`src/rtl/core/bcf_pkg.sv`:
```
// Shared types and constants for the biconnected components finder.
// Depends on nothing; every other file of the block but bcf_ram imports it.
package bcf_pkg;

    localparam int NV = 16;               // vertex capacity
    localparam int NE = 32;               // edge capacity
    localparam int VW = $clog2(NV);       // vertex id width
    localparam int SW = $clog2(NV) + 1;   // discovery stamp / parent width
    localparam int EW = $clog2(NE) + 1;   // edge count width
    localparam int CW = $clog2(NE);       // component index width

    localparam logic [1:0] REQ_ADD = 2'd0;
    localparam logic [1:0] REQ_RUN = 2'd1;
    localparam logic [1:0] REQ_CLR = 2'd2;

    localparam logic [1:0] KIND_EDGE = 2'd0;
    localparam logic [1:0] KIND_CUT  = 2'd1;
    localparam logic [1:0] KIND_DONE = 2'd2;

    localparam logic [SW-1:0] NO_PARENT = SW'(NV);

    typedef struct packed {
        logic [SW-1:0] disc;
        logic [SW-1:0] low;
        logic [SW-1:0] par;
    } t_vtx;

    typedef struct packed {
        logic [VW-1:0] vtx;
        logic [SW-1:0] nxt;
    } t_frame;

    typedef struct packed {
        logic [VW-1:0] from;
        logic [VW-1:0] to;
    } t_edge;

endpackage

```
`src/rtl/core/bcf_req_if.sv`:
```
// Request channel of the biconnected components finder.
// Depends on bcf_pkg.
interface bcf_req_if import bcf_pkg::*; ();
    logic          valid;
    logic          ready;
    logic [1:0]    req_type;
    logic [VW-1:0] vertex_a;
    logic [VW-1:0] vertex_b;

    modport source (output valid, req_type, vertex_a, vertex_b, input ready);
    modport sink   (input valid, req_type, vertex_a, vertex_b, output ready);
endinterface

```
`src/rtl/core/bcf_res_if.sv`:
```
// Result channel of the biconnected components finder.
// Depends on bcf_pkg.
interface bcf_res_if import bcf_pkg::*; ();
    logic          valid;
    logic          ready;
    logic [1:0]    kind;
    logic [CW-1:0] component_index;
    logic [VW-1:0] edge_from;
    logic [VW-1:0] edge_to;
    logic [VW-1:0] cut_vertex;
    logic [EW-1:0] component_count;
    logic          biconnected;
    logic          overflow;
    logic          last;

    modport source (output valid, kind, component_index, edge_from, edge_to, cut_vertex,
                    component_count, biconnected, overflow, last, input ready);
    modport sink   (input valid, kind, component_index, edge_from, edge_to, cut_vertex,
                    component_count, biconnected, overflow, last, output ready);
endinterface

```
`src/rtl/core/bcf_ram.sv`:
```
// Generic single-write, single-read synchronous RAM with registered read data.
// Depends on nothing.
module bcf_ram #(
    parameter int WIDTH = 8,
    parameter int DEPTH = 16
) (
    input  logic                     i_clk,
    input  logic                     i_we,
    input  logic [$clog2(DEPTH)-1:0] i_waddr,
    input  logic [WIDTH-1:0]         i_wdata,
    input  logic                     i_re,
    input  logic [$clog2(DEPTH)-1:0] i_raddr,
    output logic [WIDTH-1:0]         o_rdata
);
    logic [WIDTH-1:0] r_mem [DEPTH];
    logic [WIDTH-1:0] r_rdata;

    always_ff @(posedge i_clk) begin
        if (i_we) begin
            r_mem[i_waddr] <= i_wdata;
        end
        if (i_re) begin
            r_rdata <= r_mem[i_raddr];
        end
    end

    assign o_rdata = r_rdata;
endmodule

```
`src/rtl/core/bcf_engine.sv`:
```
// Sequencer for graph loading and the depth-first biconnected search, with output register.
// Depends on bcf_pkg, bcf_req_if and bcf_res_if; drives the four RAMs in the top level.
module bcf_engine import bcf_pkg::*; (
    input  logic              i_clk,
    input  logic              i_rst_n,
    bcf_req_if.sink           i_req,
    bcf_res_if.source         o_res,
    // adjacency rows
    output logic              o_adj_we,
    output logic [VW-1:0]     o_adj_waddr,
    output logic [NV-1:0]     o_adj_wdata,
    output logic              o_adj_re,
    output logic [VW-1:0]     o_adj_raddr,
    input  logic [NV-1:0]     i_adj_rdata,
    // per-vertex search state
    output logic              o_vtx_we,
    output logic [VW-1:0]     o_vtx_waddr,
    output t_vtx              o_vtx_wdata,
    output logic              o_vtx_re,
    output logic [VW-1:0]     o_vtx_raddr,
    input  t_vtx              i_vtx_rdata,
    // search frames
    output logic              o_frm_we,
    output logic [VW-1:0]     o_frm_waddr,
    output t_frame            o_frm_wdata,
    output logic              o_frm_re,
    output logic [VW-1:0]     o_frm_raddr,
    input  t_frame            i_frm_rdata,
    // edge stack
    output logic              o_stk_we,
    output logic [CW-1:0]     o_stk_waddr,
    output t_edge             o_stk_wdata,
    output logic              o_stk_re,
    output logic [CW-1:0]     o_stk_raddr,
    input  t_edge             i_stk_rdata
);
    localparam logic [4:0] S_IDLE     = 5'd0;
    localparam logic [4:0] S_CLR      = 5'd1;
    localparam logic [4:0] S_ADD1     = 5'd2;
    localparam logic [4:0] S_ADD2     = 5'd3;
    localparam logic [4:0] S_ADD3     = 5'd4;
    localparam logic [4:0] S_ADD4     = 5'd5;
    localparam logic [4:0] S_SCLR     = 5'd6;
    localparam logic [4:0] S_ROOT     = 5'd7;
    localparam logic [4:0] S_ROOT_CHK = 5'd8;
    localparam logic [4:0] S_LOADROW  = 5'd9;
    localparam logic [4:0] S_ROW      = 5'd10;
    localparam logic [4:0] S_SCAN     = 5'd11;
    localparam logic [4:0] S_NB       = 5'd12;
    localparam logic [4:0] S_DESC     = 5'd13;
    localparam logic [4:0] S_RET      = 5'd14;
    localparam logic [4:0] S_RET1     = 5'd15;
    localparam logic [4:0] S_RET2     = 5'd16;
    localparam logic [4:0] S_POP      = 5'd17;
    localparam logic [4:0] S_POPW     = 5'd18;
    localparam logic [4:0] S_CUT      = 5'd19;
    localparam logic [4:0] S_DONE     = 5'd20;

    logic [4:0]    r_state;
    logic [VW:0]   r_cnt;
    logic [VW-1:0] r_a, r_b;
    logic [NV-1:0] r_present;
    logic [EW-1:0] r_etotal;
    logic          r_ovf;
    logic [NV-1:0] r_cut;
    logic [SW-1:0] r_clk_st;
    logic [VW:0]   r_root;
    logic [VW-1:0] r_v, r_w, r_child;
    logic [SW-1:0] r_vdisc, r_vlow, r_vpar, r_next, r_clow;
    logic [NV-1:0] r_row;
    logic [VW:0]   r_depth;
    logic [1:0]    r_rootch;
    logic [EW-1:0] r_sp;
    logic [EW-1:0] r_comp;

    logic          r_ovalid;
    logic [1:0]    r_okind;
    logic [CW-1:0] r_ocomp;
    logic [VW-1:0] r_ofrom, r_oto, r_ocut;
    logic [EW-1:0] r_ocount;
    logic          r_obic, r_oovf, r_olast;

    logic          out_free;
    logic          out_load;
    logic          found;
    logic [VW-1:0] fw;
    logic [VW:0]   dm2;
    logic [EW-1:0] spm1;
    logic          can_push;
    logic [SW-1:0] clk_inc;
    logic          pop_hit;

    assign out_free = !r_ovalid || o_res.ready;
    assign out_load = out_free && ((r_state == S_POPW) || (r_state == S_DONE) ||
                                   ((r_state == S_CUT) && r_cut[r_cnt[VW-1:0]]));
    assign dm2      = r_depth - (VW+1)'(2);
    assign spm1     = r_sp - EW'(1);
    assign can_push = r_sp < EW'(NE);
    assign clk_inc  = r_clk_st + SW'(1);
    assign pop_hit  = (i_stk_rdata.from == r_v) && (i_stk_rdata.to == r_child);

    // Lowest neighbour at or above the scan position.
    always_comb begin
        found = 1'b0;
        fw    = '0;
        for (int i = NV - 1; i >= 0; i--) begin
            if (r_row[i] && (SW'(i) >= r_next)) begin
                found = 1'b1;
                fw    = VW'(i);
            end
        end
    end

    always_comb begin
        o_adj_we    = 1'b0;
        o_adj_waddr = r_a;
        o_adj_wdata = '0;
        o_adj_re    = 1'b0;
        o_adj_raddr = r_a;
        o_vtx_we    = 1'b0;
        o_vtx_waddr = r_v;
        o_vtx_wdata = '{disc: r_vdisc, low: r_vlow, par: r_vpar};
        o_vtx_re    = 1'b0;
        o_vtx_raddr = r_root[VW-1:0];
        o_frm_we    = 1'b0;
        o_frm_waddr = dm2[VW-1:0] + VW'(1);
        o_frm_wdata = '{vtx: r_v, nxt: r_next};
        o_frm_re    = 1'b0;
        o_frm_raddr = dm2[VW-1:0];
        o_stk_we    = 1'b0;
        o_stk_waddr = r_sp[CW-1:0];
        o_stk_wdata = '{from: r_v, to: r_w};
        o_stk_re    = 1'b0;
        o_stk_raddr = spm1[CW-1:0];
        unique case (r_state)
            S_CLR: begin
                o_adj_we    = 1'b1;
                o_adj_waddr = r_cnt[VW-1:0];
            end
            S_ADD1: begin
                o_adj_re = 1'b1;
            end
            S_ADD2: begin
                o_adj_we    = !i_adj_rdata[r_b] && (r_etotal != EW'(NE));
                o_adj_wdata = i_adj_rdata | (NV'(1) << r_b);
            end
            S_ADD3: begin
                o_adj_re    = 1'b1;
                o_adj_raddr = r_b;
            end
            S_ADD4: begin
                o_adj_we    = 1'b1;
                o_adj_waddr = r_b;
                o_adj_wdata = i_adj_rdata | (NV'(1) << r_a);
            end
            S_SCLR: begin
                o_vtx_we    = 1'b1;
                o_vtx_waddr = r_cnt[VW-1:0];
                o_vtx_wdata = '{disc: '0, low: '0, par: NO_PARENT};
            end
            S_ROOT: begin
                o_vtx_re = !r_root[VW];
            end
            S_ROOT_CHK: begin
                o_vtx_we    = r_present[r_root[VW-1:0]] && (i_vtx_rdata.disc == '0);
                o_vtx_waddr = r_root[VW-1:0];
                o_vtx_wdata = '{disc: clk_inc, low: clk_inc, par: NO_PARENT};
            end
            S_LOADROW: begin
                o_adj_re    = 1'b1;
                o_adj_raddr = r_v;
            end
            S_SCAN: begin
                o_vtx_re    = found;
                o_vtx_raddr = fw;
            end
            S_NB: begin
                if (i_vtx_rdata.disc == '0) begin
                    o_vtx_we    = 1'b1;
                    o_vtx_waddr = r_w;
                    o_vtx_wdata = '{disc: clk_inc, low: clk_inc, par: SW'(r_v)};
                    o_stk_we    = can_push;
                end else if ((i_vtx_rdata.disc < r_vdisc) && (SW'(r_w) != r_vpar)) begin
                    o_stk_we = can_push;
                end
            end
            S_DESC: begin
                o_vtx_we = 1'b1;
                o_frm_we = 1'b1;
            end
            S_RET: begin
                o_frm_re = (r_depth != (VW+1)'(1));
            end
            S_RET1: begin
                o_vtx_re    = 1'b1;
                o_vtx_raddr = i_frm_rdata.vtx;
            end
            S_POP: begin
                o_stk_re = (r_sp != '0);
            end
            default: begin
            end
        endcase
    end

    always_ff @(posedge i_clk) begin
        if (!i_rst_n) begin
            r_state   <= S_CLR;
            r_cnt     <= '0;
            r_present <= '0;
            r_etotal  <= '0;
            r_ovf     <= 1'b0;
            r_ovalid  <= 1'b0;
        end else begin
            if (out_load) begin
                r_ovalid <= 1'b1;
            end else if (o_res.ready) begin
                r_ovalid <= 1'b0;
            end
            unique case (r_state)
                S_IDLE: begin
                    if (i_req.valid) begin
                        r_a   <= i_req.vertex_a;
                        r_b   <= i_req.vertex_b;
                        r_cnt <= '0;
                        case (i_req.req_type)
                            REQ_ADD: begin
                                if (i_req.vertex_a == i_req.vertex_b) begin
                                    r_present[i_req.vertex_a] <= 1'b1;
                                end else begin
                                    r_state <= S_ADD1;
                                end
                            end
                            REQ_RUN: r_state <= S_SCLR;
                            REQ_CLR: r_state <= S_CLR;
                            default: begin
                            end
                        endcase
                    end
                end
                S_CLR: begin
                    r_present <= '0;
                    r_etotal  <= '0;
                    r_ovf     <= 1'b0;
                    r_cnt     <= r_cnt + (VW+1)'(1);
                    if (r_cnt[VW-1:0] == VW'(NV - 1)) begin
                        r_state <= S_IDLE;
                    end
                end
                S_ADD1: r_state <= S_ADD2;
                S_ADD2: begin
                    if (i_adj_rdata[r_b]) begin
                        r_present[r_a] <= 1'b1;
                        r_present[r_b] <= 1'b1;
                        r_state        <= S_IDLE;
                    end else if (r_etotal == EW'(NE)) begin
                        r_ovf   <= 1'b1;
                        r_state <= S_IDLE;
                    end else begin
                        r_state <= S_ADD3;
                    end
                end
                S_ADD3: r_state <= S_ADD4;
                S_ADD4: begin
                    r_present[r_a] <= 1'b1;
                    r_present[r_b] <= 1'b1;
                    r_etotal       <= r_etotal + EW'(1);
                    r_state        <= S_IDLE;
                end
                S_SCLR: begin
                    r_sp     <= '0;
                    r_cut    <= '0;
                    r_clk_st <= '0;
                    r_comp   <= '0;
                    r_root   <= '0;
                    r_cnt    <= r_cnt + (VW+1)'(1);
                    if (r_cnt[VW-1:0] == VW'(NV - 1)) begin
                        r_state <= S_ROOT;
                    end
                end
                S_ROOT: begin
                    r_cnt   <= '0;
                    r_state <= r_root[VW] ? S_CUT : S_ROOT_CHK;
                end
                S_ROOT_CHK: begin
                    if (r_present[r_root[VW-1:0]] && (i_vtx_rdata.disc == '0)) begin
                        r_clk_st <= clk_inc;
                        r_v      <= r_root[VW-1:0];
                        r_vdisc  <= clk_inc;
                        r_vlow   <= clk_inc;
                        r_vpar   <= NO_PARENT;
                        r_next   <= '0;
                        r_depth  <= (VW+1)'(1);
                        r_rootch <= '0;
                        r_state  <= S_LOADROW;
                    end else begin
                        r_root  <= r_root + (VW+1)'(1);
                        r_state <= S_ROOT;
                    end
                end
                S_LOADROW: r_state <= S_ROW;
                S_ROW: begin
                    r_row   <= i_adj_rdata;
                    r_state <= S_SCAN;
                end
                S_SCAN: begin
                    if (found) begin
                        r_w     <= fw;
                        r_next  <= SW'(fw) + SW'(1);
                        r_state <= S_NB;
                    end else begin
                        r_state <= S_RET;
                    end
                end
                S_NB: begin
                    if (i_vtx_rdata.disc == '0) begin
                        if (can_push) begin
                            r_sp <= r_sp + EW'(1);
                        end
                        if ((r_v == r_root[VW-1:0]) && (r_rootch != 2'd2)) begin
                            r_rootch <= r_rootch + 2'd1;
                        end
                        r_clk_st <= clk_inc;
                        r_state  <= S_DESC;
                    end else begin
                        if ((i_vtx_rdata.disc < r_vdisc) && (SW'(r_w) != r_vpar)) begin
                            if (can_push) begin
                                r_sp <= r_sp + EW'(1);
                            end
                            if (i_vtx_rdata.disc < r_vlow) begin
                                r_vlow <= i_vtx_rdata.disc;
                            end
                        end
                        r_state <= S_SCAN;
                    end
                end
                S_DESC: begin
                    r_v     <= r_w;
                    r_vdisc <= r_clk_st;
                    r_vlow  <= r_clk_st;
                    r_vpar  <= SW'(r_v);
                    r_next  <= '0;
                    r_depth <= r_depth + (VW+1)'(1);
                    r_state <= S_LOADROW;
                end
                S_RET: begin
                    if (r_depth == (VW+1)'(1)) begin
                        if (r_rootch == 2'd2) begin
                            r_cut[r_root[VW-1:0]] <= 1'b1;
                        end
                        r_root  <= r_root + (VW+1)'(1);
                        r_state <= S_ROOT;
                    end else begin
                        r_depth <= r_depth - (VW+1)'(1);
                        r_child <= r_v;
                        r_clow  <= r_vlow;
                        r_state <= S_RET1;
                    end
                end
                S_RET1: begin
                    r_v     <= i_frm_rdata.vtx;
                    r_next  <= i_frm_rdata.nxt;
                    r_state <= S_RET2;
                end
                S_RET2: begin
                    r_vdisc <= i_vtx_rdata.disc;
                    r_vpar  <= i_vtx_rdata.par;
                    if (r_clow >= i_vtx_rdata.disc) begin
                        r_vlow  <= i_vtx_rdata.low;
                        r_state <= S_POP;
                    end else begin
                        r_vlow  <= (r_clow < i_vtx_rdata.low) ? r_clow : i_vtx_rdata.low;
                        r_state <= S_LOADROW;
                    end
                end
                S_POP: begin
                    if (r_sp == '0) begin
                        r_comp <= r_comp + EW'(1);
                        if (r_v != r_root[VW-1:0]) begin
                            r_cut[r_v] <= 1'b1;
                        end
                        r_state <= S_LOADROW;
                    end else begin
                        r_sp    <= spm1;
                        r_state <= S_POPW;
                    end
                end
                S_POPW: begin
                    if (out_free) begin
                        r_okind  <= KIND_EDGE;
                        r_ocomp  <= r_comp[CW-1:0];
                        r_ofrom  <= i_stk_rdata.from;
                        r_oto    <= i_stk_rdata.to;
                        r_ocut   <= '0;
                        r_ocount <= '0;
                        r_obic   <= 1'b0;
                        r_oovf   <= 1'b0;
                        r_olast  <= 1'b0;
                        if (pop_hit) begin
                            r_comp <= r_comp + EW'(1);
                            if (r_v != r_root[VW-1:0]) begin
                                r_cut[r_v] <= 1'b1;
                            end
                            r_state <= S_LOADROW;
                        end else begin
                            r_state <= S_POP;
                        end
                    end
                end
                S_CUT: begin
                    if (out_free) begin
                        if (r_cut[r_cnt[VW-1:0]]) begin
                            r_okind  <= KIND_CUT;
                            r_ocomp  <= '0;
                            r_ofrom  <= '0;
                            r_oto    <= '0;
                            r_ocut   <= r_cnt[VW-1:0];
                            r_ocount <= '0;
                            r_obic   <= 1'b0;
                            r_oovf   <= 1'b0;
                            r_olast  <= 1'b0;
                        end
                        r_cnt <= r_cnt + (VW+1)'(1);
                        if (r_cnt[VW-1:0] == VW'(NV - 1)) begin
                            r_state <= S_DONE;
                        end
                    end
                end
                S_DONE: begin
                    if (out_free) begin
                        r_okind  <= KIND_DONE;
                        r_ocomp  <= '0;
                        r_ofrom  <= '0;
                        r_oto    <= '0;
                        r_ocut   <= '0;
                        r_ocount <= r_comp;
                        r_obic   <= (r_comp == EW'(1));
                        r_oovf   <= r_ovf;
                        r_olast  <= 1'b1;
                        r_state  <= S_IDLE;
                    end
                end
                default: r_state <= S_IDLE;
            endcase
        end
    end

    assign i_req.ready           = (r_state == S_IDLE);
    assign o_res.valid           = r_ovalid;
    assign o_res.kind            = r_okind;
    assign o_res.component_index = r_ocomp;
    assign o_res.edge_from       = r_ofrom;
    assign o_res.edge_to         = r_oto;
    assign o_res.cut_vertex      = r_ocut;
    assign o_res.component_count = r_ocount;
    assign o_res.biconnected     = r_obic;
    assign o_res.overflow        = r_oovf;
    assign o_res.last            = r_olast;
endmodule

```
`src/rtl/core/biconnected_components_finder.sv`:
```
// Biconnected components finder. Add loads an undirected edge (a self loop only marks the
// vertex present; a duplicate or an edge past capacity is dropped); clear empties the graph.
// A run sweeps the search state, probes each root, follows neighbours depth first, returns
// and pops the edges of each closed component, then sends the cut list and the done beat;
// each step waits on a registered RAM read, and stalled beats slow it.
// Reset is synchronous, active low, and followed by a busy adjacency clearing pass.
module biconnected_components_finder import bcf_pkg::*; (
    input  logic      i_clk,
    input  logic      i_rst_n,
    bcf_req_if.sink   i_req,
    bcf_res_if.source o_res
);
    logic          adj_we, adj_re, vtx_we, vtx_re, frm_we, frm_re, stk_we, stk_re;
    logic [VW-1:0] adj_waddr, adj_raddr, vtx_waddr, vtx_raddr, frm_waddr, frm_raddr;
    logic [CW-1:0] stk_waddr, stk_raddr;
    logic [NV-1:0] adj_wdata, adj_rdata;
    t_vtx          vtx_wdata, vtx_rdata;
    t_frame        frm_wdata, frm_rdata;
    t_edge         stk_wdata, stk_rdata;

    bcf_ram #(.WIDTH(NV), .DEPTH(NV)) u_adj_ram (
        .i_clk(i_clk), .i_we(adj_we), .i_waddr(adj_waddr), .i_wdata(adj_wdata),
        .i_re(adj_re), .i_raddr(adj_raddr), .o_rdata(adj_rdata)
    );

    bcf_ram #(.WIDTH($bits(t_vtx)), .DEPTH(NV)) u_vtx_ram (
        .i_clk(i_clk), .i_we(vtx_we), .i_waddr(vtx_waddr), .i_wdata(vtx_wdata),
        .i_re(vtx_re), .i_raddr(vtx_raddr), .o_rdata(vtx_rdata)
    );

    bcf_ram #(.WIDTH($bits(t_frame)), .DEPTH(NV)) u_frm_ram (
        .i_clk(i_clk), .i_we(frm_we), .i_waddr(frm_waddr), .i_wdata(frm_wdata),
        .i_re(frm_re), .i_raddr(frm_raddr), .o_rdata(frm_rdata)
    );

    bcf_ram #(.WIDTH($bits(t_edge)), .DEPTH(NE)) u_stk_ram (
        .i_clk(i_clk), .i_we(stk_we), .i_waddr(stk_waddr), .i_wdata(stk_wdata),
        .i_re(stk_re), .i_raddr(stk_raddr), .o_rdata(stk_rdata)
    );

    bcf_engine u_engine (
        .i_clk(i_clk), .i_rst_n(i_rst_n), .i_req(i_req), .o_res(o_res),
        .o_adj_we(adj_we), .o_adj_waddr(adj_waddr), .o_adj_wdata(adj_wdata),
        .o_adj_re(adj_re), .o_adj_raddr(adj_raddr), .i_adj_rdata(adj_rdata),
        .o_vtx_we(vtx_we), .o_vtx_waddr(vtx_waddr), .o_vtx_wdata(vtx_wdata),
        .o_vtx_re(vtx_re), .o_vtx_raddr(vtx_raddr), .i_vtx_rdata(vtx_rdata),
        .o_frm_we(frm_we), .o_frm_waddr(frm_waddr), .o_frm_wdata(frm_wdata),
        .o_frm_re(frm_re), .o_frm_raddr(frm_raddr), .i_frm_rdata(frm_rdata),
        .o_stk_we(stk_we), .o_stk_waddr(stk_waddr), .o_stk_wdata(stk_wdata),
        .o_stk_re(stk_re), .o_stk_raddr(stk_raddr), .i_stk_rdata(stk_rdata)
    );

    // While requests are taken, only the closing done beat of a run may still be waiting.
    a_idle_pending_is_done: assert property (@(posedge i_clk) disable iff (!i_rst_n)
        (i_req.ready && o_res.valid) |-> (o_res.last && o_res.kind == KIND_DONE))
        else $error("result pending while idle is not a done beat");

    // The clearing pass follows reset, so no request is taken in the next cycle.
    a_clear_after_reset: assert property (@(posedge i_clk)
        !i_rst_n |=> !i_req.ready)
        else $error("request taken during the post-reset clearing pass");

    // Only the done beat is marked last.
    a_last_only_done: assert property (@(posedge i_clk) disable iff (!i_rst_n)
        o_res.valid |-> (o_res.last == (o_res.kind == KIND_DONE)))
        else $error("last flag disagrees with beat kind");
endmodule

```
`src/flat_wrapper.sv`:
```
// flat-port wrapper written by rule: the top's interface ports become plain ports
module biconnected_components_finder_flat import bcf_pkg::*;
  (i_clk, i_rst_n, i_req_valid, i_req_req_type, i_req_vertex_a, i_req_vertex_b, i_req_ready, o_res_valid, o_res_kind, o_res_component_index, o_res_edge_from, o_res_edge_to, o_res_cut_vertex, o_res_component_count, o_res_biconnected, o_res_overflow, o_res_last, o_res_ready);
  bcf_req_if i_req_i ();
  bcf_res_if o_res_i ();
  input  logic i_clk;
  input  logic i_rst_n;
  input wire logic [$bits(i_req_i.valid)-1:0] i_req_valid;
  input wire logic [$bits(i_req_i.req_type)-1:0] i_req_req_type;
  input wire logic [$bits(i_req_i.vertex_a)-1:0] i_req_vertex_a;
  input wire logic [$bits(i_req_i.vertex_b)-1:0] i_req_vertex_b;
  output wire logic [$bits(i_req_i.ready)-1:0] i_req_ready;
  output wire logic [$bits(o_res_i.valid)-1:0] o_res_valid;
  output wire logic [$bits(o_res_i.kind)-1:0] o_res_kind;
  output wire logic [$bits(o_res_i.component_index)-1:0] o_res_component_index;
  output wire logic [$bits(o_res_i.edge_from)-1:0] o_res_edge_from;
  output wire logic [$bits(o_res_i.edge_to)-1:0] o_res_edge_to;
  output wire logic [$bits(o_res_i.cut_vertex)-1:0] o_res_cut_vertex;
  output wire logic [$bits(o_res_i.component_count)-1:0] o_res_component_count;
  output wire logic [$bits(o_res_i.biconnected)-1:0] o_res_biconnected;
  output wire logic [$bits(o_res_i.overflow)-1:0] o_res_overflow;
  output wire logic [$bits(o_res_i.last)-1:0] o_res_last;
  input wire logic [$bits(o_res_i.ready)-1:0] o_res_ready;
  assign i_req_i.valid = i_req_valid;
  assign i_req_i.req_type = i_req_req_type;
  assign i_req_i.vertex_a = i_req_vertex_a;
  assign i_req_i.vertex_b = i_req_vertex_b;
  assign i_req_ready = i_req_i.ready;
  assign o_res_valid = o_res_i.valid;
  assign o_res_kind = o_res_i.kind;
  assign o_res_component_index = o_res_i.component_index;
  assign o_res_edge_from = o_res_i.edge_from;
  assign o_res_edge_to = o_res_i.edge_to;
  assign o_res_cut_vertex = o_res_i.cut_vertex;
  assign o_res_component_count = o_res_i.component_count;
  assign o_res_biconnected = o_res_i.biconnected;
  assign o_res_overflow = o_res_i.overflow;
  assign o_res_last = o_res_i.last;
  assign o_res_i.ready = o_res_ready;
  biconnected_components_finder u_core (.i_clk(i_clk), .i_rst_n(i_rst_n), .i_req(i_req_i), .o_res(o_res_i));
endmodule
```
`config.mk`:
```
export PLATFORM = sky130hd
export DESIGN_NAME = biconnected_components_finder_flat
export DESIGN_NICKNAME = d
export VERILOG_FILES = /design/src/rtl/core/bcf_pkg.sv /design/src/rtl/core/bcf_req_if.sv /design/src/rtl/core/bcf_res_if.sv /design/src/rtl/core/bcf_ram.sv /design/src/rtl/core/bcf_engine.sv /design/src/rtl/core/biconnected_components_finder.sv /design/src/flat_wrapper.sv
export SDC_FILE = /design/constraint.sdc
export NUM_CORES = 2
export LEC_CHECK = 0
export BUFFER_PORTS_ARGS = -buffer_cell sky130_fd_sc_hd__buf_2
export CAP_MARGIN = 15
export CORE_MARGIN = 5
export CORE_UTILIZATION = 40
export CTS_CLUSTER_SIZE = 10
export DETAILED_ROUTE_END_ITERATION = 16
export PLACE_DENSITY_LB_ADDON = 0.3
export SLEW_MARGIN = 20
export SYNTH_ARGS = -nofsm -noshare
export SYNTH_HDL_FRONTEND = slang
export SYNTH_HIERARCHICAL = 1
export SYNTH_SLANG_ARGS = --single-unit
```
`constraint.sdc`:
```
create_clock -name i_clk -period 11.85 [get_ports i_clk]
set_input_delay 2.37 -clock i_clk [delete_from_list [all_inputs] [get_ports i_clk]]
set_output_delay 2.37 -clock i_clk [all_outputs]
set_load 0.01 [all_outputs]
```
==> reports/qor.yml <==
status: "complete, no violations"
ys_seq_area_share_pct: 70.8
cts.clk_slew.worst_paths_ns: 0.06
cts.htree.levels: 4
drive_gt1_share_pct: 19.0
drt-total-wl_um: 111000
worstMarginPinSlew_ns: 1.24
yosysUniqueCellTypes: 80
area_growth_pct: 12.3
cts_tree: "yes"
wl_per_cell_um: 25.7
grt_pass1_wl_um: 166000
synth_ff_type: "edfxtp_1"
syn_area_mm2: 0.0466
fin_cells: 4342
holdBufCountCts: 0
intPower_mw: 7.15
hpwl_um: 67900
vdd_drop_max_v: 0.000120
synthCells: 2668
viasPerCell: 5.87
gp_congestion: 0.869
yosysTopAreaCellShare_pct: 69.4
grt_setup_unrepaired: "false"
clockRootBuffer: "clkbuf_16"
met3_length_um: 7900
arrival_ns: 2.62
yosysWarnings: 6
finalSetupTns_ns: 0
rr_startpoint: "u_core/u_engine/r_next[1]"
cts_resized: 0
place_ws_ns: 7.05
clkPwrFrac_pct: 37.5
setup-violations-final: 0
clk_latency_ns: 0.73
die_w_um: 351
first_global_vias: 25613
synth_edf_count: 1077
setup_slack_ns: 6.86
io_buffers: 43
via_count: 25504
numCtsBuffers: 132
start_util_pct: 40.2
num_rows: 125
finalNetCount: 2820
switching_power_mw: 2.36
ioPinCount: 44
worstHoldStart: "u_core/u_engine/r_vlow[1]"
p_per_area_mw_per_mm2: 182
ys_top_cells_by_count: "1077 x edfxtp_1, 219 x nor2_1, 211 x mux4_2"
cts.sinks: 1110
wl_met2_um: 53300
end_kind: "output pin"
switching_share_pct: 24.8
whs_ns: 0.504
drc: 0
synth.area.top_cells: "edfxtp_1 69%, mux4_2 10%, mux4_1 2.5%"
share_seq_of_total_power_pct: 49.7
drt-initial-drc-count: 2579
m1WireLength_um: 47500
synth_top_cell_by_area: "edfxtp_1"
start_kind: "flop"
dp.cells: 4158
crit_start: "u_core/u_engine/r_state[2]"
relSlewSlack_pct: 16.2
coreArea_mm2: 0.116
postLayoutCellArea_mm2: 0.0523
track_usage_pct: 17.9
antenna_found_initial: 2
min_path_type: "flop to flop"
path_max_fanout: 28
cp_data_required_time_ns: 9.48
avgSynthCellArea_um2: 17.5
synth-seq-cells: 1110
critPathKind: "flop to output pin"
slew_violations: 0
overflow: 0
drv_cap: 0
min_period_over_period_pct: 42.1
yosysMostFrequentCell: "edfxtp_1"
clockBufferDepth: 3
async_flop_share_pct: 0
fmax_mhz: 200
first_pass_iters: 6
antenna_left: 0
top_layer_used: "met4"
synth_nets: 2720
hold_viol_final: 0
postCtsSetupBuffers: 0
die_h_um: 351
die_area_mm2: 0.123
pwr-share-comb_pct: 12.8
dpl_cell_area_mm2: 0.0486
grt_start_max_net_pins: 65
layout_min_cycle_time_ns: 4.99
fin_skew_ns: 0.0317
power_leakage_nw: 16.9
## metrics by stage
stage               power (mW)  util, %
floorplan                 5.59        -
global placement          5.97     41.9
detailed placement        6.01     41.9
CTS                       9.59     45.1
global route              9.86     45.1
finish                    9.51     45.1
## worst max-delay path, cell delays in order (launching register included)
cell and delay (ns):
dfxtp_1 0.47, buf_4 0.33, nor2_1 0.45, nand2_1 0.19, inv_1 0.19, buf_2 0.23
## area by class of cell
cell class | instances | area [um^2]
fill | 9842 | 63700
sequential | 1110 | 33000
multi-input combinational | 1363 | 12800
clock buffer | 161 | 3520
tap | 1524 | 1910
timing repair buffer | 116 | 763
clock inverter | 22 | 204
inverter | 45 | 171
antenna | 1 | 2.50
## power by group through the flow
stage                     clock, mW  sequential [mW]  combinational [mW]
after floorplan                   0             4.74               0.857
after global placement            0             4.79                1.18
after detailed placement          0             4.81                1.21
after CTS                      3.65             4.73                1.21
after global routing           3.82             4.74                1.30
final                          3.57             4.73                1.21
## routing by layer
layer,track usage (%),vias to the layer above
li1,-,10939
met5,0,-
met1,24.9,13312
met4,5.26,0
met3,3.19,205
met2,29.2,1048
## cells in the final DEF (no fill, tap or decap), drive strengths merged, types with 7 or more instances in the layout
cell	netlist	layout
a211oi	9	9
o22ai	37	37
mux4	255	255
a31oi	11	11
mux2	10	10
a221oi	13	13
a22oi	94	94
xnor2	29	29
clkbuf	90	161
inv	44	49
a311oi	7	7
ha	38	38
nor3	30	30
a21oi	89	89
a21o	17	17
nand3b	17	17
and3	9	9
buf	59	116
nand2	142	142
mux2i	34	34
nand3	30	30
a22o	10	10
nand4	12	12
o21ai	58	58
edfxtp	1077	1077
nor2	219	219
dfxtp	33	33
clkinv	1	16
nor4	7	7
xor2	14	14
nand2b	25	25
nor2b	32	32
and2	31	31
or3	11	11
## cell families after synthesis
logic type | Yosys count | synth area share [%]
DFF | 1110 | 70.8
buffers and inverters | 195 | 2.11
and+or+nand+nor | 588 | 5.93
adders and majority gates | 38 | 1.02
AOI/OAI and AO/OA | 395 | 5.71
muxes | 299 | 13.6
xor gates and xnor gates | 43 | 0.808
## sequential cells by signal (all words and copies together), names as in the netlist, 6 cells and up
signal and flops:
u_core/u_engine/r_row 16, u_core/u_adj_ram/r_mem 256, u_core/u_stk_ram/o_rdata 8, u_core/u_engine/o_res.component_count 6, u_core/u_stk_ram/r_mem 256, u_core/u_frm_ram/r_mem 144, u_core/u_engine/r_present 16, u_core/u_vtx_ram/o_rdata 15
u_core/u_engine/r_comp 6, u_core/u_frm_ram/o_rdata 9, u_core/u_engine/r_sp 6, u_core/u_engine/r_etotal 6, u_core/u_vtx_ram/r_mem 240, u_core/u_engine/r_cut 16, u_core/u_adj_ram/o_rdata 16
## path summary, 6_finish.rpt
| check | to | slack, ns | cells after the start |
|---|---|---|---|
| worst max-delay path | i_req_ready | 6.86 | 5 |
| worst min-delay path | u_core/u_engine/r_clow[1] | 0.50 | 0 |
| worst max register to register | u_core/u_vtx_ram/o_rdata[12] | 7.09 | 10 |
| worst min register to register | u_core/u_engine/r_clow[1] | 0.50 | 0 |
Power figures use the tool's default switching activity.
